## config.mk

```make
export PLATFORM = sky130hd
export DESIGN_NAME = fpa_front
export DESIGN_NICKNAME = d
export VERILOG_FILES = /design/src/rtl/core/fpa_pkg.sv /design/src/rtl/core/fpa_front.sv
export SDC_FILE = /design/constraint.sdc
export NUM_CORES = 2
export LEC_CHECK = 0
export ABC_AREA = 1
export BUFFER_PORTS_ARGS = -buffer_cell sky130_fd_sc_hd__clkbuf_2
export CELL_PAD_IN_SITES_DETAIL_PLACEMENT = 1
export CELL_PAD_IN_SITES_GLOBAL_PLACEMENT = 2
export CORE_UTILIZATION = 27
export CTS_BUF_LIST = sky130_fd_sc_hd__clkbuf_8
export CTS_CLUSTER_DIAMETER = 50
export DETAILED_ROUTE_END_ITERATION = 7
export GPL_TIMING_DRIVEN = 1
export PLACE_DENSITY_LB_ADDON = 0.08
export SYNTH_ARGS = -nofsm -noshare
export SYNTH_HDL_FRONTEND = slang
export SYNTH_SLANG_ARGS = --single-unit
```

## constraint.sdc

```tcl
create_clock -name clk -period 10 [get_ports clk]
set_input_delay 1.5 -clock clk [delete_from_list [all_inputs] [get_ports clk]]
set_output_delay 1.5 -clock clk [all_outputs]
set_load 0.01 [all_outputs]
```

## src/rtl/core/fpa_pkg.sv

```systemverilog
// ----------------------------------------------------------------------------
// fpa_pkg: shared types and constants for the Q24.8 fixed-point ALU
// Opcodes, port widths and the control word that rides along the cell chain.
// ----------------------------------------------------------------------------
`default_nettype none

package fpa_pkg;

  localparam int OP_W       = 4;
  localparam int PORT_W     = 32;
  localparam int FRAC_BITS  = 8;
  localparam int DATA_WIDTH = 32;

  localparam logic [OP_W-1:0] OP_ADD  = 4'd0;
  localparam logic [OP_W-1:0] OP_SUB  = 4'd1;
  localparam logic [OP_W-1:0] OP_MUL  = 4'd2;
  localparam logic [OP_W-1:0] OP_DIV  = 4'd3;
  localparam logic [OP_W-1:0] OP_GT   = 4'd4;
  localparam logic [OP_W-1:0] OP_LT   = 4'd5;
  localparam logic [OP_W-1:0] OP_GE   = 4'd6;
  localparam logic [OP_W-1:0] OP_LE   = 4'd7;
  localparam logic [OP_W-1:0] OP_EQ   = 4'd8;
  localparam logic [OP_W-1:0] OP_NE   = 4'd9;
  localparam logic [OP_W-1:0] OP_MIN  = 4'd10;
  localparam logic [OP_W-1:0] OP_MAX  = 4'd11;
  localparam logic [OP_W-1:0] OP_INC  = 4'd12;
  localparam logic [OP_W-1:0] OP_DEC  = 4'd13;
  localparam logic [OP_W-1:0] OP_FINT = 4'd14;
  localparam logic [OP_W-1:0] OP_TINT = 4'd15;

  // Control word carried with each item down the chain
  typedef struct packed {
    logic              valid;
    logic              is_div;
    logic              neg;
    logic              flag;
    logic [PORT_W-1:0] value;
  } ctl_t;

endpackage

`default_nettype wire

```

## src/rtl/core/fpa_front.sv

```systemverilog
// ----------------------------------------------------------------------------
// fpa_front: operand decode and the non-divide operations
// Computes every non-divide result and primes the divider chain.
// ----------------------------------------------------------------------------
`default_nettype none

module fpa_front #(
  parameter int DW = 32,
  parameter int FB = 8
) (
  input  wire logic                           clk,
  input  wire logic                           rst_n,
  input  wire logic                           take,
  input  wire logic [fpa_pkg::OP_W-1:0]       op,
  input  wire logic signed [fpa_pkg::PORT_W-1:0] operand_a,
  input  wire logic signed [fpa_pkg::PORT_W-1:0] operand_b,
  output fpa_pkg::ctl_t                       ctl_r,
  output logic [DW+FB-1:0]                    work_r,
  output logic [DW-1:0]                       dvs_r
);
  import fpa_pkg::*;

  localparam logic signed [DW-1:0] WMAX = {1'b0, {(DW-1){1'b1}}};
  localparam logic signed [DW-1:0] WMIN = {1'b1, {(DW-1){1'b0}}};

  logic signed [DW-1:0]   a_w, b_w, v_w;
  logic signed [2*DW-1:0] prod;
  logic signed [2*DW-1:0] prod_sh;
  logic [DW-1:0]          a_mag, b_mag;
  ctl_t                   ctl_nxt;

  assign a_w     = operand_a[DW-1:0];
  assign b_w     = operand_b[DW-1:0];
  assign prod    = a_w * b_w;
  assign prod_sh = prod >>> FB;
  assign a_mag   = a_w[DW-1] ? DW'(-a_w) : DW'(a_w);
  assign b_mag   = b_w[DW-1] ? DW'(-b_w) : DW'(b_w);

  // Select the result of the non-divide operations
  always_comb begin
    v_w             = '0;
    ctl_nxt.valid   = take;
    ctl_nxt.is_div  = 1'b0;
    ctl_nxt.neg     = a_w[DW-1] ^ b_w[DW-1];
    ctl_nxt.flag    = 1'b0;
    case (op)
      OP_ADD:  v_w = a_w + b_w;
      OP_SUB:  v_w = a_w - b_w;
      OP_MUL:  v_w = prod_sh[DW-1:0];
      OP_DIV: begin
        ctl_nxt.is_div = 1'b1;
        ctl_nxt.flag   = (b_w == '0);
      end
      OP_GT:   ctl_nxt.flag = (a_w > b_w);
      OP_LT:   ctl_nxt.flag = (a_w < b_w);
      OP_GE:   ctl_nxt.flag = (a_w >= b_w);
      OP_LE:   ctl_nxt.flag = (a_w <= b_w);
      OP_EQ:   ctl_nxt.flag = (a_w == b_w);
      OP_NE:   ctl_nxt.flag = (a_w != b_w);
      OP_MIN:  v_w = (a_w > b_w) ? b_w : a_w;
      OP_MAX:  v_w = (a_w < b_w) ? b_w : a_w;
      OP_INC:  v_w = (a_w != WMAX) ? a_w + 1'b1 : a_w;
      OP_DEC:  v_w = (a_w != WMIN) ? a_w - 1'b1 : a_w;
      OP_FINT: v_w = a_w <<< FB;
      OP_TINT: v_w = a_w >>> FB;
      default: v_w = '0;
    endcase
    ctl_nxt.value = PORT_W'(v_w);
  end

  // Register the stage
  always_ff @(posedge clk) begin
    if (!rst_n) begin
      ctl_r.valid <= 1'b0;
    end else begin
      ctl_r.valid <= ctl_nxt.valid;
    end
    ctl_r.is_div <= ctl_nxt.is_div;
    ctl_r.neg    <= ctl_nxt.neg;
    ctl_r.flag   <= ctl_nxt.flag;
    ctl_r.value  <= ctl_nxt.value;
    work_r       <= {a_mag, {FB{1'b0}}};
    dvs_r        <= b_mag;
  end

endmodule

`default_nettype wire

```

==> metrics <==
status=finished clean; Mapped Avg Cell Area=~6.9 µm²; Worst Hold Slack=between 1 and 1.5 ns; GP Congestion=0.958; die footprint=136000 µm²; Die X=368 µm; initial drt markers=~2200; relative slew slack=15.1%; CTS Buf Count=9; Storage cell area=2000 µm²; CTS Sinks=100; Final Hold Fails=0; vias in the first global route=~37000; drt wl/cell=around 26 µm; CTS tree=yes; Seq/Total Area, Yosys=5.53%; H-Tree Depth=3; CTS clock-pin slew for the worst setup and hold paths=0.13 ns; total track usage=between 20% and 30%; synthesized area=36200 µm²; post_cts resized=0; Worst path max stage delay=0.75 ns; Async SR Flop Fraction=0%; Tcrit/Tclk final=91.0%; Detailed Place HPWL=158000 µm; Final #Nets=~6300; routed wire length=188000 µm; setup bufs post-CTS=0; slowest CP cell=clkbuf_2; fmax=110 MHz; Max Cap Violations=0; most frequent CP cell=fa_1; first-pass GRT wire length=272000 µm; RSZ-0062 raised after global routing=no; Slew @ Worst Pin=roughly 1.3 ns; number of enable flip-flop cells after synthesis=0; delay-heaviest family, CP=adder cells; Setup-failing EPs final=0; Clock Tree Buf Depth=2; Std-Cell Rows=134; critical path required time=10.37 ns; vias post-DR=34200; DR pass1 iterations=6; Die Ht=368 µm; crit path DAT=around 9.5 ns; Synthesis Warnings=0; crit path time final=9.10 ns; Synth Flop Type=dfxtp_1; Port Buffers=170; CP startpoint kind=input pin; maximum fanout along the worst path=17; fill count=16700; setup TNS=0 ns; layout cell share with drive strength beyond 1=under 10%; post-synthesis cell count=5265; WP buf/inv=5; Antenna Nets Post-Route=0; Core ar.=133000 µm²; initial antenna violation count=17; Critical Path End Type=flop; io pins=between 150 and 200; synthesis-stage register bit count=100; Area Overhead vs Synth=9.41%; Final Max Slew Viols=0; GRT overflow=0; critical path class=in2reg; Clock Tree Root=clkbuf_8; Post-CTS Hold Fix Bufs=0; starting density of the core=~27%; largest net degree at the start of global routing=between 40 and 50; Worst Hold Class=in2reg; number of distinct library cells after synthesis=57; DRC Markers=0; multi-input combinational cell area=27900 µm²; vias per cell=4.80
==> state kept, by name, summed over array words and instances (netlist names) <==
signal / flops
ctl_r: 36
dvs_r: 32
work_r: 32
==> cell families after synthesis <==
kind of cell             count (synthesis)  share of synthesized area, %
AO/OA/AOI/OAI                          491                          7.95
buffers and inverters                 1661                          17.7
flip-flops                             100                          5.53
XOR/XNOR                               100                          2.46
other                                    1                        0.0104
AND/OR/NAND/NOR                       2047                          23.2
adder cells (fa/ha/maj)                865                          43.2
==> cell usage after synthesis (all sizes together) (5+ instances only) <==
cell	n	area share (%)
or2	10	0.17
o22ai	26	0.45
ha	221	7.6
xor2	94	2.3
nand3b	14	0.29
nor2	313	3.3
xnor2	5	0.12
fa	644	36
nor4	18	0.31
nand3	207	2.9
clkbuf	153	1.6
a21o	12	0.25
nor3	62	0.95
clkinv	9	0.093
dfxtp	100	5.5
nand2	1386	15
o21ai	168	2.3
a31oi	15	0.26
buf	103	1.5
o211ai	39	1.1
a21oi	188	2.6
nand4	34	0.60
o21bai	12	0.25
inv	1396	14
a21boi	5	0.10
==> final timing paths <==
| path | from | to | slack (ns) | cells past startpoint |
|---|---|---|---|---|
| max | operand_b[8] | ctl_r[29]$_DFF_P_ | 0.90 | 26 |
| min | take | ctl_r[35]$_SDFF_PN0_ | 1.17 | 3 |
==> cells in the final DEF (no fill, tap or decap), types with 19 or more instances in the layout <==
master,n
nor2_1,301
fa_1,644
nand4_1,33
inv_1,1381
clkbuf_2,169
o211ai_1,19
a21oi_1,185
nor3_1,58
o21ai_0,159
dfxtp_1,100
xor2_1,94
nand2_1,1373
o22ai_1,26
buf_4,134
o211ai_2,20
nand3_1,203
ha_1,221
==> routing by layer <==
| layer | routed length, µm | GRT usage, % | up-vias |
|---|---|---|---|
| met2 | 87800 | 46.8 | 820 |
| li1 | - | - | 15600 |
| met1 | 86700 | 38.5 | 17600 |
| met3 | 7230 | 2.35 | 182 |
| met4 | 5890 | 8.31 | 2 |
| met5 | 13 | 0 | - |
==> area by class of cell <==
type                            instances  share of cell area (%)
Antenna cell                            3                  0.0189
Clock buffer                            9                   0.313
Clock inverter                          7                   0.148
Inverter                             1405                    13.3
Multi-Input combinational cell       3511                    70.3
Sequential cell                       100                    5.05
Tap cell                             1768                    5.58
Timing Repair Buffer                  315                    5.24
==> metrics by stage <==
step	util, %	std cells	setup slack (ns)	area, µm²
after floorplan	-	5272	1.95	36200
after global placement	29.6	7099	0.338	39400
after detailed placement	29.6	7099	0.323	39400
after CTS	29.7	7115	0.908	39600
after global routing	29.7	7116	0.621	39600
final	29.7	7118	0.901	39600
Power is not shown: default switching activity piles up to over one toggle a cycle in this logic, so the estimate is an artifact.
