File: src/rtl/core/fpa_pkg.sv
// ----------------------------------------------------------------------------
// fpa_pkg: shared types and constants for the Q24.8 fixed-point ALU
// Opcodes, port widths and the control word that rides along the cell chain.
// ----------------------------------------------------------------------------
`default_nettype none

package fpa_pkg;

  localparam int OP_W       = 4;
  localparam int PORT_W     = 32;
  localparam int FRAC_BITS  = 8;
  localparam int DATA_WIDTH = 32;

  localparam logic [OP_W-1:0] OP_ADD  = 4'd0;
  localparam logic [OP_W-1:0] OP_SUB  = 4'd1;
  localparam logic [OP_W-1:0] OP_MUL  = 4'd2;
  localparam logic [OP_W-1:0] OP_DIV  = 4'd3;
  localparam logic [OP_W-1:0] OP_GT   = 4'd4;
  localparam logic [OP_W-1:0] OP_LT   = 4'd5;
  localparam logic [OP_W-1:0] OP_GE   = 4'd6;
  localparam logic [OP_W-1:0] OP_LE   = 4'd7;
  localparam logic [OP_W-1:0] OP_EQ   = 4'd8;
  localparam logic [OP_W-1:0] OP_NE   = 4'd9;
  localparam logic [OP_W-1:0] OP_MIN  = 4'd10;
  localparam logic [OP_W-1:0] OP_MAX  = 4'd11;
  localparam logic [OP_W-1:0] OP_INC  = 4'd12;
  localparam logic [OP_W-1:0] OP_DEC  = 4'd13;
  localparam logic [OP_W-1:0] OP_FINT = 4'd14;
  localparam logic [OP_W-1:0] OP_TINT = 4'd15;

  // Control word carried with each item down the chain
  typedef struct packed {
    logic              valid;
    logic              is_div;
    logic              neg;
    logic              flag;
    logic [PORT_W-1:0] value;
  } ctl_t;

endpackage

`default_nettype wire

File: src/rtl/core/fpa_back.sv
// ----------------------------------------------------------------------------
// fpa_back: result stage
// Applies the quotient sign, picks the final value and drives the strobe.
// ----------------------------------------------------------------------------
`default_nettype none

module fpa_back #(
  parameter int DW = 32,
  parameter int FB = 8
) (
  input  wire logic                     clk,
  input  wire logic                     rst_n,
  input  wire fpa_pkg::ctl_t            ctl_in,
  input  wire logic [DW+FB-1:0]         work_in,
  output logic                          valid_r,
  output logic [fpa_pkg::PORT_W-1:0]    value_r,
  output logic                          flag_r
);
  import fpa_pkg::*;

  logic [DW-1:0]        q;
  logic signed [DW-1:0] q_s;

  // Sign the quotient magnitude, keep the low word
  assign q   = work_in[DW-1:0];
  assign q_s = ctl_in.neg ? DW'(~q + 1'b1) : q;

  // Register the result
  always_ff @(posedge clk) begin
    if (!rst_n) begin
      valid_r <= 1'b0;
    end else begin
      valid_r <= ctl_in.valid;
    end
    flag_r  <= ctl_in.flag;
    value_r <= (ctl_in.is_div && !ctl_in.flag) ? PORT_W'(q_s) : ctl_in.value;
  end

endmodule

`default_nettype wire

File: config.mk
export PLATFORM = sky130hd
export DESIGN_NAME = fpa_back
export DESIGN_NICKNAME = d
export VERILOG_FILES = /design/src/rtl/core/fpa_pkg.sv /design/src/rtl/core/fpa_back.sv
export SDC_FILE = /design/constraint.sdc
export NUM_CORES = 1
export LEC_CHECK = 0
export BUFFER_PORTS_ARGS = -buffer_cell sky130_fd_sc_hd__buf_2
export CORE_UTILIZATION = 34
export CTS_BUF_LIST = sky130_fd_sc_hd__clkbuf_4 sky130_fd_sc_hd__clkbuf_8 sky130_fd_sc_hd__clkbuf_16
export DETAILED_ROUTE_END_ITERATION = 8
export PLACE_DENSITY_LB_ADDON = 0.3
export SLEW_MARGIN = 20
export SYNTH_ARGS = -nofsm -noshare
export SYNTH_HDL_FRONTEND = slang
export SYNTH_SLANG_ARGS = --single-unit
File: constraint.sdc
create_clock -name clk -period 2.08 [get_ports clk]
set_input_delay 0.208 -clock clk [delete_from_list [all_inputs] [get_ports clk]]
set_output_delay 0.208 -clock clk [all_outputs]
set_load 0.01 [all_outputs]
==> metrics.txt, run 1 <==
CTS tree done; fmax between 0.5 and 0.6 GHz; syn nets 288; crit path capture value_r[21]$_DFF_P_; slack of the critical path around 120 ps; GP Congestion 0.751; CP Launch Point work_in[10]; Synth-to-Final Area Change 44.8%; slew at the pin closest to its max-slew limit just over 500 ps; Max transition margin ~65%; RSZ-0062 raised after global routing no; fin crit share 94.1%; clock group share of total power 32.6%; Critical Path Sink Type flop; part of the power in registers 45.2%; Initial Util 35.2%; status finished clean; Die X-Extent 74.7 µm; Post-synth EDFFs 0; share of cells above drive strength 1 43.5%; Core Region slightly above 5000 µm²; Final TNS setup 0 ps; grt total ovfl 0; via count 1,871; Worst Setup Start Kind input pin; sw frac between 20% and 30%; Die ar. 5580 µm²; post-synthesis cell count 209; TritonCTS Sinks 34; worst vdd ir 0.272 mV; Pint 1.16 mW; Tot Pwr 1.60 mW; CTS buffer count 5; Hold WS 39.1 ps; top cells by area, synth dfxtp_1 (38%), xor2_1 (14%), o21ai_0 (9.8%); sequential fraction of the synthesis area 37.9%; Yosys cell types 31; hold crit path type input pin to flop; drt via density approximately 4.7; Final Hold Fails 0; Ys Warns 0; clock buffer depth 2; critical path's top delay family simple AND/OR/NAND/NOR gates; Chip Height 74.7 µm; H-tree depth 2; Main synth FF type dfxtp_1; area of the mapped netlist 1800 µm²; # setup viols final 0; PD cells 614 nW/µm²; critical-path cell list buf_2 > or4_1 > or3_1 > o41ai_1 > xor2_1 > o21ai_1; slowest stage cell, crit path or4_1; post-place setup slack -160 ps; logic gate share of total power between 20 and 25%; DRT antenna net count 0; # DRC 0; CP bufs+invs 1; GRT Total Usage 16.8%; nets@finish between 400 and 500; first-pass GRT wire length 7180 µm; WP depth 6; Post-Route WL 4620 µm; initial drt markers 54; post-synth top area share 37.9%; CTS clk-pin slew, worst paths 70 ps; most common cell in the netlist nand2_1; Arr. time, crit path 2120 ps; max capacitance violation total 0; commonest cells in the netlist nand2_1 (38), o21ai_0 (35), dfxtp_1 (34); hold_buf cts 0; CTS resizes 0; Syn Area/Cell 8.59 µm²; largest net degree at the start of global routing 35; Root Driver clkbuf_8; I/O pin cnt between 100 and 150; asr flop ratio synth 0%; critical-path maximum fanout 9; Detail Placement HPWL 3630 µm; WL/cell 11.6 µm; post-CTS setup repair buffer count 0; row cnt 26; Port Buffer Count 103; initial antenna violation count 0; vias in the first global route between 1,500 and 2,000; min Tclk post-route 1960 ps; synthesized flop and latch total 34; first drt pass iteration count 4; fin. max-slew vios 0; # fillers 524; Antenna Diode Count 0; NetSw roughly 430 µW; Lkg Pwr ~1.3 nW; cell accounting for the most synthesized area dfxtp_1; CP peak stage delay 580 ps; Setup CP Type input pin to flop; Req. time, crit path roughly 2200 ps
## cell usage in the layout (no fill, tap or decap), types with 2 or more instances in the layout
| cell | count |
|---|---|
| buf_2 | 103 |
| buf_4 | 21 |
| clkbuf_8 | 6 |
| dfxtp_1 | 34 |
| inv_1 | 2 |
| mux2i_1 | 2 |
| nand2_1 | 38 |
| nand3_1 | 3 |
| nor2b_1 | 2 |
| nor3_1 | 5 |
| nor4_1 | 2 |
| o21ai_0 | 35 |
| o21ai_1 | 5 |
| o31ai_1 | 7 |
| o41ai_1 | 5 |
| o41ai_2 | 3 |
| o41ai_4 | 2 |
| or2_2 | 3 |
| or3_1 | 5 |
| or4_1 | 4 |
| or4_4 | 2 |
| xnor2_1 | 3 |
| xor2_1 | 28 |
## per-layer routing
layer / global-route usage [%] / part of all wire (%)
met2: 28.2 / 47
met3: 4.28 / 7.3
met5: 0 / 0
met1: 21.2 / 44
met4: 5.03 / 1.2
## cell type report
class | instances | area (µm²) | share of cell area [%]
repair buffers | 124 | 673 | 25.9
well taps | 70 | 87.6 | 3.37
flip-flops and latches | 34 | 681 | 26.2
clock inverters | 1 | 5.00 | 0.192
clock buffers | 7 | 90.1 | 3.46
inverters | 2 | 7.51 | 0.289
multi-input cells | 161 | 1060 | 40.6
## how the worst min path moves through the flow
stage | slack [ps] | endpoint | from | cells past startpoint
final | 40 | flag_r$_DFF_P_ | ctl_in[32] | 1
after CTS | 30 | flag_r$_DFF_P_ | ctl_in[32] | 1
after floorplan | 240 | flag_r$_DFF_P_ | ctl_in[32] | 0
after detailed placement | 330 | flag_r$_DFF_P_ | ctl_in[32] | 1
after global routing | 30 | flag_r$_DFF_P_ | ctl_in[32] | 1
after global placement | 320 | flag_r$_DFF_P_ | ctl_in[32] | 1
## through the flow
| stage | std cells | utilization (%) | cell area [µm²] |
|---|---|---|---|
| CTS | 399 | 50.9 | 2600 |
| global placement | 391 | 49.0 | 2500 |
| global route | 399 | 50.9 | 2600 |
| detailed placement | 391 | 49.0 | 2500 |
| finish | 399 | 50.9 | 2600 |
| floorplan | 209 | - | 1800 |
## logic make-up after synthesis
group                    after synthesis  share of synthesized area [%]
AO/OA/AOI/OAI                         57                           22.3
multiplexers                           2                           1.12
flip-flops                            34                           37.9
buffers and inverters                 14                           3.41
adder cells (fa/ha/maj)                1                          0.697
XOR/XNOR                              31                           15.1
AND/OR/NAND/NOR                       70                           19.4
## registers in the layout (all words and copies together) (netlist names)
name / flops
valid_r: 1
value_r: 32
flag_r: 1
## power by group through the flow
stage | Clock [mW] | Sequential (mW) | Combinational [mW]
detailed placement | 0 | 0.737 | 0.359
floorplan | 0 | 0.771 | 0.133
CTS | 0.536 | 0.722 | 0.361
global placement | 0 | 0.736 | 0.355
global route | 0.573 | 0.729 | 0.404
finish | 0.520 | 0.722 | 0.356
Note: power is estimated with default switching activity, not from simulation.
==> run 2: changes to the inputs <==
--- a/config.mk
+++ b/config.mk
@@ -9,7 +9,7 @@
 export CORE_UTILIZATION = 34
 export CTS_BUF_LIST = sky130_fd_sc_hd__clkbuf_4 sky130_fd_sc_hd__clkbuf_8 sky130_fd_sc_hd__clkbuf_16
 export DETAILED_ROUTE_END_ITERATION = 8
-export PLACE_DENSITY_LB_ADDON = 0.3
+export PLACE_DENSITY = 0.69
 export SLEW_MARGIN = 20
 export SYNTH_ARGS = -nofsm -noshare
 export SYNTH_HDL_FRONTEND = slang
==> run 2 against run 1 <==
Against the previous run:
- hold slack about the same
- utilization down 0.15 points
- routed wire length up 1.9%
- non-clock buffer count down 1
- maximum frequency down 1.1%
- global-route usage up 0.71 points
- clock power about the same
- critical path depth unchanged
- sequential share of layout area up 0.076 points
- count of clock-buffer cells in the layout unchanged
- sequential power about the same
- critical endpoint unchanged
- largest power group unchanged
==> metrics.txt, run 2 (same netlist as run 1, synthesis figures left out) <==
met3 Track Usage GR 4.02% (was 4.28%); first-pass GRT wire length 7440 µm (was 7180 µm); Final Hold Fails 0 (unchanged); most common cell after layout, fill and taps aside buf_2 (unchanged); largest net degree at the start of global routing 35 (unchanged); max capacitance violation total 0 (unchanged); share of cells above drive strength 1 43.3% (was 43.5%); slew at the pin closest to its max-slew limit 512 ps (was 519 ps); hold crit path type input pin to flop (unchanged); M2 GR Usage 31.9% (was 28.2%); fmax 0.506 GHz (was 0.511 GHz); Chip Height 74.7 µm (unchanged); initial antenna violation count 0 (unchanged); fin cells 398 (was 399); grt total ovfl 0 (unchanged); Final Core Density 50.8% (was 50.9%); nets@finish 406 (was 407); most frequent cells in the layout buf_2 (103), nand2_1 (38), o21ai_0 (35) (unchanged); Port Buffer Count 103 (unchanged); # setup viols final 0 (unchanged); PD cells 616 nW/µm² (was 614 nW/µm²); status finished clean (unchanged); row cnt 26 (unchanged); Top reg by flops value_r (unchanged); first drt pass iteration count 4 (unchanged); GRT Max-Usage Layer met2 (unchanged); hold_buf cts 0 (unchanged); CTS resizes 0 (unchanged); GRT Total Usage 17.5% (was 16.8%); Initial Util 35.2% (unchanged); CTS clk-pin slew, worst paths 70 ps (about the same); Antenna Diode Count 0 (unchanged); via count 1,869 (was 1,871); CTS buffer count 5 (unchanged); Lkg Pwr 1.25 nW (about the same); Largest regs value_r x32, flag_r x1, valid_r x1 (unchanged); GP Congestion 0.725 (was 0.751); Max transition margin 65.9% (was 65.4%); post-place setup slack -171 ps (was -160 ps); min Tclk post-route 1980 ps (was 1960 ps); # DRC 0 (unchanged); multi-input logic area 1060 µm² (unchanged); Hold WS 38.7 ps (was 39.1 ps); initial drt markers 64 (was 54); H-tree depth 2 (unchanged); Die ar. 5580 µm² (unchanged); Reg area 681 µm² (unchanged); DRT antenna net count 0 (unchanged); Critical Path Sink Type flop (unchanged); drt via density 4.70 (was 4.69); TritonCTS Sinks 34 (unchanged); clock buffer depth 2 (unchanged); post-CTS setup repair buffer count 0 (unchanged); vias in the first global route 1,742 (was 1,589); slack of the critical path 102 ps (was 123 ps); Detail Placement HPWL 3700 µm (was 3630 µm); Arr. time, crit path 2130 ps (was 2120 ps); design area 2590 µm² (was 2600 µm²); Core Region 5110 µm² (unchanged); max FFs per register 32 (unchanged); placed inst area 2500 µm² (about the same); Setup CP Type input pin to flop (unchanged); critical-path maximum fanout 8 (was 9); WL/cell 11.8 µm (was 11.6 µm); RSZ-0062 raised after global routing no (unchanged); Die X-Extent 74.7 µm (unchanged); # fillers 543 (was 524); placed instance count 390 (was 391); Post-Route WL 4710 µm (was 4620 µm); met1 GRT Util 19.7% (was 21.2%); I/O pin cnt 112 (unchanged); CTS tree done (unchanged); Synth-to-Final Area Change 44.4% (was 44.8%); fin. max-slew vios 0 (unchanged); worst vdd ir 0.293 mV (was 0.272 mV); Worst Setup Start Kind input pin (unchanged); Req. time, crit path 2240 ps (about the same); fin crit share 95.1% (was 94.1%); Root Driver clkbuf_8 (unchanged)
-- run 2: worst max-delay path, cell delays in order --
cell	delay, ps
buf_2	110
or4_1	590
or3_1	490
o41ai_1	420
xor2_1	240
o21ai_1	80
-- run 2: worst paths after layout --
path	startpoint	endpoint	cells after the start
setup / recovery	work_in[10]	value_r[21]$_DFF_P_	6
hold / removal	ctl_in[32]	flag_r$_DFF_P_	1
-- run 2: per-stage QoR --
stage / power (mW) / setup TNS (ps)
detailed placement: 1.09 / -1430
global placement: 1.09 / -1270
global route: 1.70 / 0
CTS: 1.62 / 0
finish: 1.60 / 0
floorplan: 0.904 / 0
-- run 2: metal layers --
layer | routed length (µm) | vias up
met1 | 2070 | 828
met2 | 2290 | 65
met4 | 66 | 0
li1 | - | 970
met3 | 286 | 6
met5 | 0 | -
-- run 2: power by group --
part           leakage, nW  internal (mW)  switching [mW]
combinational        0.910          0.172           0.183
clock               0.0517          0.280           0.242
sequential           0.287          0.709          0.0103
-- run 2: area by class of cell --
type / instances / area share [%]
Clock buffer: 7 / 3.47
Timing Repair Buffer: 123 / 25.7
Clock inverter: 1 / 0.193
Inverter: 2 / 0.290
Multi-Input combinational cell: 161 / 40.7
Sequential cell: 34 / 26.3
Tap cell: 70 / 3.38
==> run 3: changes to the inputs <==
--- a/config.mk
+++ b/config.mk
@@ -5,7 +5,7 @@
 export SDC_FILE = /design/constraint.sdc
 export NUM_CORES = 1
 export LEC_CHECK = 0
-export BUFFER_PORTS_ARGS = -buffer_cell sky130_fd_sc_hd__buf_2
+export BUFFER_PORTS_ARGS = -buffer_cell sky130_fd_sc_hd__clkbuf_2
 export CORE_UTILIZATION = 34
 export CTS_BUF_LIST = sky130_fd_sc_hd__clkbuf_4 sky130_fd_sc_hd__clkbuf_8 sky130_fd_sc_hd__clkbuf_16
 export DETAILED_ROUTE_END_ITERATION = 8
==> run 3 against run 2 <==
Against the previous run:
- non-clock buffer count grew 7
- first-iteration DRC count grew 14%
- global-route usage is essentially flat
- sequential share of layout area shrank 0.52 points
==> metrics.txt, run 3 (same netlist as run 1, synthesis figures left out) <==
logic gate share of total power 22.4% (was 22.2%); Die ar. 5580 µm² (unchanged); H-tree depth 2 (unchanged); fmax 0.525 GHz (was 0.506 GHz); NetSw 437 µW (was 435 µW); fin crit share 91.7% (was 95.1%); CP Launch Point work_in[10] (unchanged); via count 1,901 (was 1,869); worst vdd ir 0.236 mV (was 0.293 mV); first-pass GRT wire length 7400 µm (was 7440 µm); Final Hold Fails 0 (unchanged); Critical Path Sink Type flop (unchanged); fin cells 405 (was 398); CTS resizes 0 (unchanged); Final TNS setup 0 ps (unchanged); vias in the first global route 1,665 (was 1,742); Largest regs value_r x32, flag_r x1, valid_r x1 (unchanged); Post-Route WL 4680 µm (was 4710 µm); placed instance count 397 (was 390); # fillers 532 (was 543); max FFs per register 32 (unchanged); max capacitance violation total 0 (unchanged); CTS clk-pin slew, worst paths 70 ps (about the same); Arr. time, crit path 2060 ps (was 2130 ps); drt via density 4.69 (was 4.70); status finished clean (unchanged); Port Buffer Count 103 (unchanged); Root Driver clkbuf_8 (unchanged); Max transition margin 66.3% (was 65.9%); grt total ovfl 0 (unchanged); I/O pin cnt 112 (unchanged); row cnt 26 (unchanged); Antenna Diode Count 0 (unchanged); clock group share of total power 32.5% (was 32.7%); Setup CP Type input pin to flop (unchanged); largest net degree at the start of global routing 35 (unchanged); Die X-Extent 74.7 µm (unchanged); post-CTS setup repair buffer count 0 (unchanged); Detail Placement HPWL 3730 µm (was 3700 µm); share of cells above drive strength 1 44.5% (was 43.3%); RSZ-0062 raised after global routing no (unchanged); PD cells 606 nW/µm² (was 616 nW/µm²); most frequent cells in the layout clkbuf_2 (103), nand2_1 (38), o21ai_0 (35) (was buf_2 (103), nand2_1 (38), o21ai_0 (35)); Lkg Pwr 1.30 nW (was 1.25 nW); most common cell after layout, fill and taps aside clkbuf_2 (was buf_2); min Tclk post-route 1910 ps (was 1980 ps); Core Region 5110 µm² (unchanged); initial drt markers 73 (was 64); TritonCTS Sinks 34 (unchanged); critical-path maximum fanout 8 (unchanged); CTS buffer count 5 (unchanged); Req. time, crit path 2230 ps (was 2240 ps); GP Congestion 0.753 (was 0.725); worst hold start ctl_in[32] (unchanged); Pint 1.17 mW (was 1.16 mW); Chip Height 74.7 µm (unchanged); CTS tree done (unchanged); Initial Util 35.2% (unchanged); clock buffer depth 2 (unchanged); initial antenna violation count 0 (unchanged); # DRC 0 (unchanged); post-place setup slack -140 ps (was -171 ps); Tot Pwr 1.60 mW (about the same); hold crit path type input pin to flop (unchanged); WL/cell 11.5 µm (was 11.8 µm); Top reg by flops value_r (unchanged); # setup viols final 0 (unchanged); GRT Total Usage 17.5% (about the same); DRT antenna net count 0 (unchanged); hold_buf cts 0 (unchanged); slack of the critical path 173 ps (was 102 ps); fin. max-slew vios 0 (unchanged); part of the power in registers 45.1% (about the same); Worst Setup Start Kind input pin (unchanged); Synth-to-Final Area Change 47.3% (was 44.4%); slew at the pin closest to its max-slew limit 505 ps (was 512 ps); sw frac 27.3% (about the same); first drt pass iteration count 4 (unchanged); nets@finish 413 (was 406)
==> run 3: critical path, cell delays in order <==
cell	delay, ps
clkbuf_2	90
or4_1	590
or3_1	480
o41ai_1	410
xor2_1	190
o21ai_1	80
==> run 3: path summary, 6_finish.rpt <==
kind | cells past startpoint | slack [ps] | endpoint
worst min-delay path | 1 | 40 | flag_r$_DFF_P_
worst max-delay path | 6 | 170 | value_r[21]$_DFF_P_
==> run 3: routing by layer <==
| layer | vias to the layer above | wire (µm) | part of all wire [%] | GRT usage [%] |
|---|---|---|---|---|
| met5 | - | 0 | 0 | 0 |
| met3 | 6 | 329 | 7.0 | 5.22 |
| met4 | 0 | 39 | 0.83 | 5.45 |
| met1 | 834 | 2070 | 44 | 21.8 |
| li1 | 993 | - | - | - |
| met2 | 68 | 2230 | 48 | 29.1 |
==> run 3: final cells by class <==
class                      count  area [µm²]  share of cell area (%)
inverter                       2        7.51                   0.284
multi-input combinational    161        1060                    39.9
clock buffer                   7        90.1                    3.41
clock inverter                 1        5.00                   0.189
sequential                    34         681                    25.7
timing repair buffer         130         718                    27.2
tap                           70        87.6                    3.31
==> run 3: power groups by stage <==
stage	clock network, mW	logic [mW]	registers [mW]
3_5_place_dp	0	0.362	0.739
2_1_floorplan	0	0.133	0.771
6_report	0.521	0.359	0.723
3_3_place_gp	0	0.357	0.738
5_1_grt	0.575	0.409	0.730
4_1_cts	0.536	0.363	0.724
==> run 3: through the flow <==
stage | util (%) | hold WS, ps | cell area, µm²
floorplan | - | 236 | 1800
global placement | 49.9 | 324 | 2550
detailed placement | 49.9 | 326 | 2550
CTS | 51.8 | 34.6 | 2650
global route | 51.8 | 28.4 | 2650
finish | 51.8 | 38.0 | 2650
