## src/rtl/core/fpa_pkg.sv

```systemverilog
// ----------------------------------------------------------------------------
// fpa_pkg: shared types and constants for the Q24.8 fixed-point ALU
// Opcodes, port widths and the control word that rides along the cell chain.
// ----------------------------------------------------------------------------
`default_nettype none

package fpa_pkg;

  localparam int OP_W       = 4;
  localparam int PORT_W     = 32;
  localparam int FRAC_BITS  = 8;
  localparam int DATA_WIDTH = 32;

  localparam logic [OP_W-1:0] OP_ADD  = 4'd0;
  localparam logic [OP_W-1:0] OP_SUB  = 4'd1;
  localparam logic [OP_W-1:0] OP_MUL  = 4'd2;
  localparam logic [OP_W-1:0] OP_DIV  = 4'd3;
  localparam logic [OP_W-1:0] OP_GT   = 4'd4;
  localparam logic [OP_W-1:0] OP_LT   = 4'd5;
  localparam logic [OP_W-1:0] OP_GE   = 4'd6;
  localparam logic [OP_W-1:0] OP_LE   = 4'd7;
  localparam logic [OP_W-1:0] OP_EQ   = 4'd8;
  localparam logic [OP_W-1:0] OP_NE   = 4'd9;
  localparam logic [OP_W-1:0] OP_MIN  = 4'd10;
  localparam logic [OP_W-1:0] OP_MAX  = 4'd11;
  localparam logic [OP_W-1:0] OP_INC  = 4'd12;
  localparam logic [OP_W-1:0] OP_DEC  = 4'd13;
  localparam logic [OP_W-1:0] OP_FINT = 4'd14;
  localparam logic [OP_W-1:0] OP_TINT = 4'd15;

  // Control word carried with each item down the chain
  typedef struct packed {
    logic              valid;
    logic              is_div;
    logic              neg;
    logic              flag;
    logic [PORT_W-1:0] value;
  } ctl_t;

endpackage

`default_nettype wire

```

## src/rtl/core/fpa_div_cell.sv

```systemverilog
// ----------------------------------------------------------------------------
// fpa_div_cell: one restoring-division cell
// Retires one quotient bit per cell and hands the item to the next cell.
// ----------------------------------------------------------------------------
`default_nettype none

module fpa_div_cell #(
  parameter int DW = 32,
  parameter int FB = 8
) (
  input  wire logic          clk,
  input  wire logic          rst_n,
  input  wire fpa_pkg::ctl_t ctl_in,
  input  wire logic [DW-1:0] rem_in,
  input  wire logic [DW+FB-1:0] work_in,
  input  wire logic [DW-1:0] dvs_in,
  output fpa_pkg::ctl_t      ctl_r,
  output logic [DW-1:0]      rem_r,
  output logic [DW+FB-1:0]   work_r,
  output logic [DW-1:0]      dvs_r
);
  import fpa_pkg::*;

  logic [DW:0]   trial;
  logic [DW:0]   diff;
  logic          ge;

  // Trial subtract of the divisor from the shifted remainder
  assign trial = {rem_in, work_in[DW+FB-1]};
  assign diff  = trial - {1'b0, dvs_in};
  assign ge    = !diff[DW];

  // Advance remainder, dividend bits out the top, quotient bits in the bottom
  always_ff @(posedge clk) begin
    if (!rst_n) begin
      ctl_r.valid <= 1'b0;
    end else begin
      ctl_r.valid <= ctl_in.valid;
    end
    ctl_r.is_div <= ctl_in.is_div;
    ctl_r.neg    <= ctl_in.neg;
    ctl_r.flag   <= ctl_in.flag;
    ctl_r.value  <= ctl_in.value;
    rem_r        <= ge ? diff[DW-1:0] : trial[DW-1:0];
    work_r       <= {work_in[DW+FB-2:0], ge};
    dvs_r        <= dvs_in;
  end

endmodule

`default_nettype wire

```

## config.mk

```make
export PLATFORM = sky130hd
export DESIGN_NAME = fpa_div_cell
export DESIGN_NICKNAME = d
export VERILOG_FILES = /design/src/rtl/core/fpa_pkg.sv /design/src/rtl/core/fpa_div_cell.sv
export SDC_FILE = /design/constraint.sdc
export NUM_CORES = 1
export LEC_CHECK = 0
export BUFFER_PORTS_ARGS = -buffer_cell sky130_fd_sc_hd__buf_2
export CAP_MARGIN = 40
export CORE_UTILIZATION = 45
export CTS_BUF_LIST = sky130_fd_sc_hd__clkbuf_16
export CTS_CLUSTER_DIAMETER = 200
export DETAILED_ROUTE_END_ITERATION = 8
export PLACE_DENSITY_LB_ADDON = 0.2
export SLEW_MARGIN = 20
export SYNTH_ARGS = -nofsm -noshare
export SYNTH_HDL_FRONTEND = slang
export SYNTH_SLANG_ARGS = --single-unit
```

## constraint.sdc

```tcl
create_clock -name clk -period 5.7 [get_ports clk]
set_clock_uncertainty 0.1 [all_clocks]
set_input_delay 1.71 -clock clk [delete_from_list [all_inputs] [get_ports clk]]
set_output_delay 1.71 -clock clk [all_outputs]
set_load 0.05 [all_outputs]
```

==> out/results.txt, run 1 <==
Status: finished, final reports clean
Final nets: 962
Hold Path Cell Cnt: 1
Max_cap viols: 0
Post-CTS Setup Inserts: 0
Clk buf depth: 2
Worst min path class: in2reg
Final period utilization: 75.85%
Share of layout cells above drive strength 1: 41.43%
Top post-synthesis cells by area: dfxtp_1, ha_1, mux2_4
ANT cells: 0
Fin. max-slew vios: 0
Drt drc: 0
CP startpoint kind: input port
Worst-path clk slew: 0.06 ns
YS warnings: 0
Syn_area_per_cell: 10.50 um^2
Overall routed net length: 14.82 mm
I/O Buffers: 281
Worst setup path category: in2reg
DR vias: 4662
Hold Vio Cnt, Final: 0
DIE WIDTH: 110.1 um
CTS root buffer: clkbuf_16
Largest net degree at the start of global routing: 28
Fmax: 0.2313 GHz
Leak: 0.003826 uW
Crit path required time: 5.90 ns
RSZ-0062 raised after global routing: false
Placed cells: 911
Non-filler cells, final: 942
# IOs: 282
Area growth syn-to-layout: 39.78%
Setup crit end kind: register
#FFs+latches synth: 140
Die Height: 110.1 um
Crit path time final: 4.323 ns
Peak supply drop: 296.6 uV
Wire per inst: 15.73 um
Fillers: 949
Core footprint: 11420 um^2
TNS Setup: 0 ns
Seq/Total Area, Yosys: 53.26%
Synth cell types: 49
Ys flop type: dfxtp_1
Slew HR: 54.50%
Synth Instances: 501
First-pass GRT wire length: 21.73 mm
HP Start: ctl_in[16]
CTS tree: yes
CP Data Arrival Time: 4.52 ns
Setup-violating endpoint count in the final report: 0
Synth Cell Area: 5263 um^2
Hpwl dp: 11.76 mm
DR pass1 iterations: 4
Cell row count: 39
PwrDens: 404.1 nW/um^2
Total track usage: 23.97%
FFs w/ async S/R, synth: 0%
Post-synth top area cell: dfxtp_1
Hold worst-path end: ctl_r[16]$_DFF_P_
Gr ovfl total: 0
Cts bufs inserted: 17
Post-route ant nets: 0
Die area: 12130 um^2
TritonCTS Sinks: 140
Synth top area share: 53.26%
Vias in the first global route: 4407
Top post-synthesis cells by count: dfxtp_1, nand2_1, inv_1
Initial Util: 46.09%
Crit path max fanout: 20
Vias per cell: 4.949
Initial antenna violation count: 0
Worst-Margin Slew: 0.6815 ns
Synthesized net count: 676
Initial DRC Count: 215
Post-CTS Hold Fix Bufs: 0
H-tree depth: 4
CTS resizes: 0
Top-count cell post-synth: dfxtp_1
EDFF count, synth: 0
GPL Wtd Cong: 0.8403
[worst max-delay path, cell delays in order]
cell	delay, ns
buf_2	0.10
inv_1	0.05
ha_1	0.36
a21oi_2	0.24
o211ai_1	0.14
a221o_1	0.34
a211o_1	0.29
o211ai_1	0.26
o211ai_4	0.12
inv_2	0.53
mux2_4	0.35
[where the power goes]
| part | internal (uW) | switching [uW] |
|---|---|---|
| logic | 239 | 560 |
| clock network | 679 | 402 |
| registers | 1070 | 21.7 |
| total | 1990 | 983 |
[metal layers]
| metal | track usage, % | part of all wire (%) | vias to the layer above |
|---|---|---|---|
| met2 | 41.38 | 50 | 184 |
| met5 | 0 | 0 | - |
| met3 | 8.054 | 7.7 | 18 |
| met4 | 9.398 | 1.5 | 0 |
| li1 | - | - | 2313 |
| met1 | 27.23 | 40 | 2147 |
[flip-flops by register name, summed over array words and instances (netlist names)]
register	cells
work_r	40
rem_r	32
ctl_r	36
dvs_r	32
[metrics by stage]
step | util [%] | hold WS [ns] | total power [uW] | cell area [um^2] | worst slack [ns]
2_1_floorplan | - | 1.638 | 1704 | 5263 | 1.514
3_3_place_gp | 59.34 | 1.712 | 1904 | 6775 | 1.034
3_5_place_dp | 59.34 | 1.714 | 1911 | 6775 | 0.9777
4_1_cts | 64.42 | 1.274 | 3000 | 7356 | 1.387
5_1_grt | 64.42 | 1.274 | 3101 | 7356 | 1.237
6_report | 64.42 | 1.293 | 2972 | 7356 | 1.377
[cell usage in the layout (no fill, tap or decap), types with 10 or more instances in the layout]
master     instances
a21o_1            15
nand2_1           44
o21ai_0           24
nand3_1           11
xnor2_1           14
xor2_1            10
nor2_1            16
a21oi_1           34
clkbuf_16         17
inv_1             44
buf_2            281
mux2_4            18
dfxtp_1          140
ha_1              32
[final cells by class]
type / instances / area [um^2] / share of cell area [%]
Inverter: 42 / 157.7 / 2.143
Timing Repair Buffer: 282 / 1414 / 19.22
Tap cell: 143 / 178.9 / 2.432
Clock buffer: 17 / 425.4 / 5.783
Sequential cell: 140 / 2803 / 38.10
Clock inverter: 14 / 155.1 / 2.109
Multi-Input combinational cell: 304 / 2222 / 30.21
[worst max-delay path by stage]
stage	startpoint	to	slack, ns	cells past startpoint
6_report	dvs_in[13]	rem_r[18]$_DFF_P_	1.38	11
4_1_cts	dvs_in[13]	rem_r[4]$_DFF_P_	1.39	11
3_3_place_gp	work_in[39]	rem_r[25]$_DFF_P_	1.03	12
3_5_place_dp	dvs_in[13]	rem_r[18]$_DFF_P_	0.98	11
5_1_grt	dvs_in[13]	rem_r[4]$_DFF_P_	1.24	11
2_1_floorplan	dvs_in[16]	rem_r[10]$_DFF_P_	1.51	12
[cells by family (layout without fill, tap and decap cells)]
logic type / count (synthesis) / after routing / synth area share [%]
XOR/XNOR: 24 / 24 / 3.994
multiplexers: 18 / 18 / 5.136
AND/OR/NAND/NOR: 109 / 109 / 9.962
buffers and inverters: 57 / 355 / 4.517
AO/OA/AOI/OAI: 120 / 120 / 15.15
adder cells (fa/ha/maj): 33 / 33 / 7.989
flip-flops: 140 / 140 / 53.26
Power figures use the tool's default switching activity.
==> run 2: changes to the inputs <==
CORE_UTILIZATION = 40   (was 45)
clock period = 3.75 ns   (was 5.7 ns; I/O delays follow)
==> out/results.txt, run 2 (same netlist as run 1, synthesis figures left out) <==
Overall routed net length: 14.58 mm (-1.6%)
Setup-violating endpoint count in the final report: 0 (unchanged)
Clk buf depth: 2 (unchanged)
Drt drc: 0 (unchanged)
CP Cell Sequence: buf_2 > inv_1 > ha_1 > fa_1 > nand2b_1 > a21oi_1 > o211ai_1 > a21oi_1 > o21a_1 > o211ai_4 > buf_4 > o41ai_1
Wire per inst: 14.57 um (-7.4%)
Largest net degree at the start of global routing: 21 (-25%)
Cell row count: 41 (+5.1%)
Crit path time final: 3.397 ns
Fmax: 0.2944 GHz
Largest reg by FF count: work_r
Non-filler cells, final: 1001 (+6.3%)
Post-CTS Setup Inserts: 0 (unchanged)
Placed cells: 969 (+6.4%)
Setup crit end kind: register
Total track usage: 20.99% (-3.0 points)
Share of layout cells above drive strength 1: 44.03% (+2.6 points)
H-tree depth: 4 (unchanged)
Worst-path clk slew: 0.06 ns (about the same)
Die Height: 116.7 um (+6.0%)
Cts bufs inserted: 17 (unchanged)
Commonest non-fill, non-tap cell in the layout: buf_2
Initial DRC Count: 200 (-7.0%)
Fin. max-slew vios: 0 (unchanged)
Initial antenna violation count: 0 (unchanged)
Worst-Margin Slew: 0.4560 ns (-0.2256 ns)
Largest register FFs: 40 (unchanged)
Most frequent cells in the layout: buf_2, dfxtp_1, nand2_1, inv_1, a21oi_1
PwrDens: 612.4 nW/um^2 (+52%)
DR vias: 4718 (+1.2%)
Crit path required time: 3.96 ns (-1.94 ns)
Crit-path slowest cell: fa_1
DP Worst Slack: -0.05764 ns (-1.035 ns)
Post-CTS Hold Fix Bufs: 0 (unchanged)
GPL Wtd Cong: 0.8747 (+4.1%)
Max_cap viols: 0 (unchanged)
I/O Buffers: 281 (unchanged)
DR pass1 iterations: 4 (unchanged)
CP Data Arrival Time: 3.61 ns (-0.91 ns)
Final nets: 991 (+3.0%)
Core footprint: 12720 um^2 (+11%)
TritonCTS Sinks: 140 (unchanged)
Gr ovfl total: 0 (unchanged)
Biggest regs: work_r: 40 flops, ctl_r: 36 flops
DIE WIDTH: 116.7 um (+6.0%)
Crit path top cell by count: a21oi_1
Hpwl dp: 12.01 mm (+2.1%)
Initial Util: 41.37% (-4.7 points)
Status: finished, final reports clean
Slew HR: 69.28% (+15 points)
Die area: 13620 um^2 (+12%)
CP startpoint kind: input port
CTS resizes: 0 (unchanged)
ANT cells: 0 (unchanged)
Worst path bufs/invs: 3 (unchanged)
Final period utilization: 90.59%
Vias in the first global route: 4435 (+0.64%)
Vias per cell: 4.713 (-4.8%)
Critical path's largest stage delay: 0.38 ns (-0.15 ns)
# IOs: 282 (unchanged)
Cell family with most CP delay: compound AO/OA/AOI/OAI gates
Area growth syn-to-layout: 46.15%
Crit path max fanout: 20 (unchanged)
Peak supply drop: 268.0 uV (-9.7%)
Hold Vio Cnt, Final: 0 (unchanged)
CTS root buffer: clkbuf_16
Setup slack after layout: 0.3528 ns (-1.024 ns)
First-pass GRT wire length: 21.64 mm (-0.41%)
RSZ-0062 raised after global routing: false
Post-route ant nets: 0 (unchanged)
Worst setup path category: in2reg
Worst min path class: in2reg
Leak: 0.004001 uW (+4.6%)
Final core utilization: 60.45% (-4.0 points)
CTS tree: yes
[run 2: cell types whose count changed in the layout (fill, tap and decap cells not counted)]
| cell | delta |
|---|---|
| buf_4 | +27 |
| clkinv_1 | -2 |
| inv_6 | +3 |
| bufinv_16 | +1 |
| buf_12 | +2 |
| inv_1 | -2 |
| inv_8 | +2 |
| clkinvlp_4 | -1 |
[run 2: final timing paths]
kind | startpoint | to | depth (start not counted)
worst max-delay path | work_in[39] | rem_r[27]$_DFF_P_ | 12
worst min-delay path | work_in[16] | work_r[17]$_DFF_P_ | 1
[run 2: report_power, final]
group / internal, uW / leakage, uW / switching, uW
logic: 410 / 0.00251 / 854
clock network: 1130 / 0.000314 / 654
registers: 1630 / 0.00118 / 35.4
total: 3170 / 0.00400 / 1540
[run 2: metal layers]
metal | GRT usage (%) | up-vias | routed length [um]
met5 | 0 | - | 0
met4 | 6.245 | 0 | 168
met3 | 6.175 | 13 | 1013
met2 | 37.83 | 168 | 7536
met1 | 23.88 | 2166 | 5865
li1 | - | 2371 | -
[run 2: cell type report]
class	count	area, um^2
clock buffers	17	425.4
clock inverters	15	211.5
fillers	1158	5031
inverters	42	157.7
multi-input cells	304	2222
flip-flops and latches	140	2803
well taps	172	215.2
repair buffers	311	1657
[run 2: metrics by stage]
stage | area [um^2] | hold slack, ns | total power [uW] | setup TNS [ns]
floorplan | 5263 | 1.053 | 2590 | 0
global placement | 7054 | 1.127 | 2951 | 0
detailed placement | 7054 | 1.129 | 2963 | -0.9887
CTS | 7691 | 0.6928 | 4767 | 0
global route | 7691 | 0.6919 | 4911 | 0
finish | 7691 | 0.7071 | 4710 | 0
==> run 3: changes to the inputs <==
ABC_AREA = 1   (was default)
CORE_UTILIZATION = 42   (was 40)
==> out/results.txt, run 3 <==
ANT cells: 0 (unchanged)
Synth cell types: 24 (-51%)
# IOs: 282 (unchanged)
Post-CTS Setup Inserts: 0 (unchanged)
Final nets: 1294 (+31%)
Die area: 14710 um^2 (+8.0%)
Worst min path class: in2reg
Setup-violating endpoint count in the final report: 0 (unchanged)
YS warnings: 0 (unchanged)
Initial Util: 43.04% (+1.7 points)
Top post-synthesis cells by area: dfxtp_1, nand2_1, inv_1
Clk buf depth: 2 (unchanged)
Share of layout cells above drive strength 1: 28.89% (-15 points)
Leak: 0.004871 uW (+22%)
Final instance area: 8103 um^2 (+5.4%)
Fillers: 1387 (+20%)
Crit-path slowest cell: fa_1
Syn_area_per_cell: 7.242 um^2 (-31%)
H-tree depth: 4 (unchanged)
Worst-path clk slew: 0.06 ns (about the same)
Worst setup path category: in2reg
Cell row count: 43 (+4.9%)
Initial antenna violation count: 0 (unchanged)
Slew HR: 74.83% (+5.5 points)
RSZ-0062 raised after global routing: false
DR vias: 5797 (+23%)
Largest reg by FF count: work_r
Switch Pwr: 1607 uW (+4.1%)
Drt drc: 0 (unchanged)
Synth Instances: 825 (+65%)
Cts bufs inserted: 17 (unchanged)
Max_cap viols: 0 (unchanged)
DIE WIDTH: 121.3 um (+3.9%)
First-pass GRT wire length: 26.63 mm (+23%)
Sw Ratio: 36.52% (+3.8 points)
Final core utilization: 58.37% (-2.1 points)
Vias per cell: 4.418 (-6.3%)
CP Data Arrival Time: 3.17 ns (-0.44 ns)
CTS root buffer: clkbuf_16
DR pass1 iterations: 5 (+1)
Crit path max fanout: 33 (+65%)
Fmax: 0.3444 GHz (+17%)
GPL Wtd Cong: 0.9094 (+4.0%)
Top post-synthesis cells by count: nand2_1, inv_1, dfxtp_1
FFs w/ async S/R, synth: 0% (unchanged)
Largest register FFs: 40 (unchanged)
Fin. max-slew vios: 0 (unchanged)
Area growth syn-to-layout: 35.62%
Register share of total power: 37.4% (+2.1 points)
Commonest non-fill, non-tap cell in the layout: nand2_1
Worst-Margin Slew: 0.3776 ns (-0.07840 ns)
Synth top area share: 46.91% (-6.3 points)
CP Cell Sequence: buf_2 > inv_1 > ha_1 > fa_1 > inv_1 > nand2_1 > nand2_1 > nand3_1 > nand2_2 > nand2_1 > nand2_2 > nand2_2 > nand2_2 > nand2_2 > nand2_4 > nand2_1 > nand2_1
Seq/Total Area, Yosys: 46.91% (-6.3 points)
Crit path time final: 2.904 ns (-0.4935 ns)
#FFs+latches synth: 140 (unchanged)
Top-count cell post-synth: nand2_1
Synth Cell Area: 5974 um^2 (+14%)
Hpwl dp: 13.57 mm (+13%)
CTS tree: yes
Gr ovfl total: 0 (unchanged)
EDFF count, synth: 0 (unchanged)
Total track usage: 23.53% (+2.5 points)
Largest net degree at the start of global routing: 34 (+62%)
Critical path's largest stage delay: 0.42 ns (+0.04 ns)
PwrDens: 543.1 nW/um^2 (-11%)
Wire per inst: 12.64 um (-13%)
Final period utilization: 77.43% (-13 points)
Status: finished, final reports clean
CP startpoint kind: input port
P_int: 2793 uW (-12%)
Post-route ant nets: 0 (unchanged)
Cell Area, Placed: 7546 um^2 (+7.0%)
Post-CTS Hold Fix Bufs: 0 (unchanged)
CTS resizes: 0 (unchanged)
Synthesized net count: 1000 (+48%)
Die Height: 121.3 um (+3.9%)
Setup crit end kind: register
Crit path required time: 4.01 ns (+0.05 ns)
TritonCTS Sinks: 140 (unchanged)
Post-synth top area cell: dfxtp_1
I/O Buffers: 281 (unchanged)
Biggest regs: work_r: 40 flops, ctl_r: 36 flops
Most frequent cells in the layout: nand2_1, buf_2, inv_1, dfxtp_1, nor2_1
Initial DRC Count: 286 (+43%)
Peak supply drop: 274.1 uV (+2.3%)
Hold Vio Cnt, Final: 0 (unchanged)
Core footprint: 13880 um^2 (+9.1%)
Share of total power in combinational logic: 27.0% (+0.2 points)
Ys flop type: dfxtp_1
Vias in the first global route: 5558 (+25%)
TNS Setup: 0 ns (unchanged)
Clk pwr share: 35.6% (-2.3 points)
Overall routed net length: 16.58 mm (+14%)
-- run 3: changes by cell type after synthesis, moves of 15 or more --
| cell | delta |
|---|---|
| nand2_1 | +292 |
| mux2_4 | -18 |
| nand3_1 | +20 |
| nor2_1 | +23 |
| inv_1 | +117 |
| a21o_1 | -15 |
| o21ai_0 | -24 |
-- run 3: worst max-delay path, delay by kind of cell --
| kind | cells | cell delay (ns) |
|---|---|---|
| adders and majority gates | 2 | 0.65 |
| and+or+nand+nor | 12 | 1.15 |
| buffers and inverters | 3 | 0.25 |
-- run 3: metrics by stage --
stage / setup slack (ns) / hold WS [ns] / instances / power (uW)
after CTS: 0.8425 / 0.6826 / 1312 / 4443
final: 0.8463 / 0.6963 / 1312 / 4400
after floorplan: 0.8079 / 1.053 / 825 / 2559
after global placement: 0.5262 / 1.127 / 1280 / 2855
after global routing: 0.5665 / 0.6815 / 1312 / 4627
after detailed placement: 0.3939 / 1.129 / 1280 / 2865
-- run 3: cells by family (layout without fill, tap and decap cells) --
| logic type | Yosys count | in the layout | synth area share (%) |
|---|---|---|---|
| buffers and inverters | 166 | 473 | 11.06 |
| flip-flops | 140 | 140 | 46.91 |
| XOR/XNOR | 15 | 15 | 2.199 |
| adder cells (fa/ha/maj) | 33 | 33 | 7.037 |
| AND/OR/NAND/NOR | 439 | 439 | 29.70 |
| AO/OA/AOI/OAI | 32 | 32 | 3.100 |
-- run 3: area by class of cell --
type | count | area, um^2 | share of cell area (%)
inverter | 160 | 600.6 | 7.412
multi-input combinational | 519 | 2511 | 30.99
timing repair buffer | 281 | 1406 | 17.36
sequential | 140 | 2803 | 34.59
clock buffer | 17 | 425.4 | 5.250
clock inverter | 15 | 131.4 | 1.621
tap | 180 | 225.2 | 2.779
-- run 3: final timing paths --
kind,from,endpoint,slack [ns],cells after the start
hold / removal,ctl_in[0],ctl_r[0]$_DFF_P_,0.70,1
setup / recovery,work_in[39],rem_r[20]$_DFF_P_,0.85,17
-- run 3: power groups by stage --
stage | clock network, uW | logic (uW) | registers, uW
detailed placement | 0 | 1190 | 1680
finish | 1570 | 1190 | 1650
CTS | 1600 | 1190 | 1650
global placement | 0 | 1180 | 1680
floorplan | 0 | 413 | 2150
global route | 1670 | 1300 | 1660
-- run 3: routing by layer --
layer	track usage, %	up-vias	wire [um]
met5	0	-	0
met4	9.568	0	340
met3	5.592	33	1047
met2	39.61	196	7963
met1	28.71	2518	7233
li1	-	3050	-
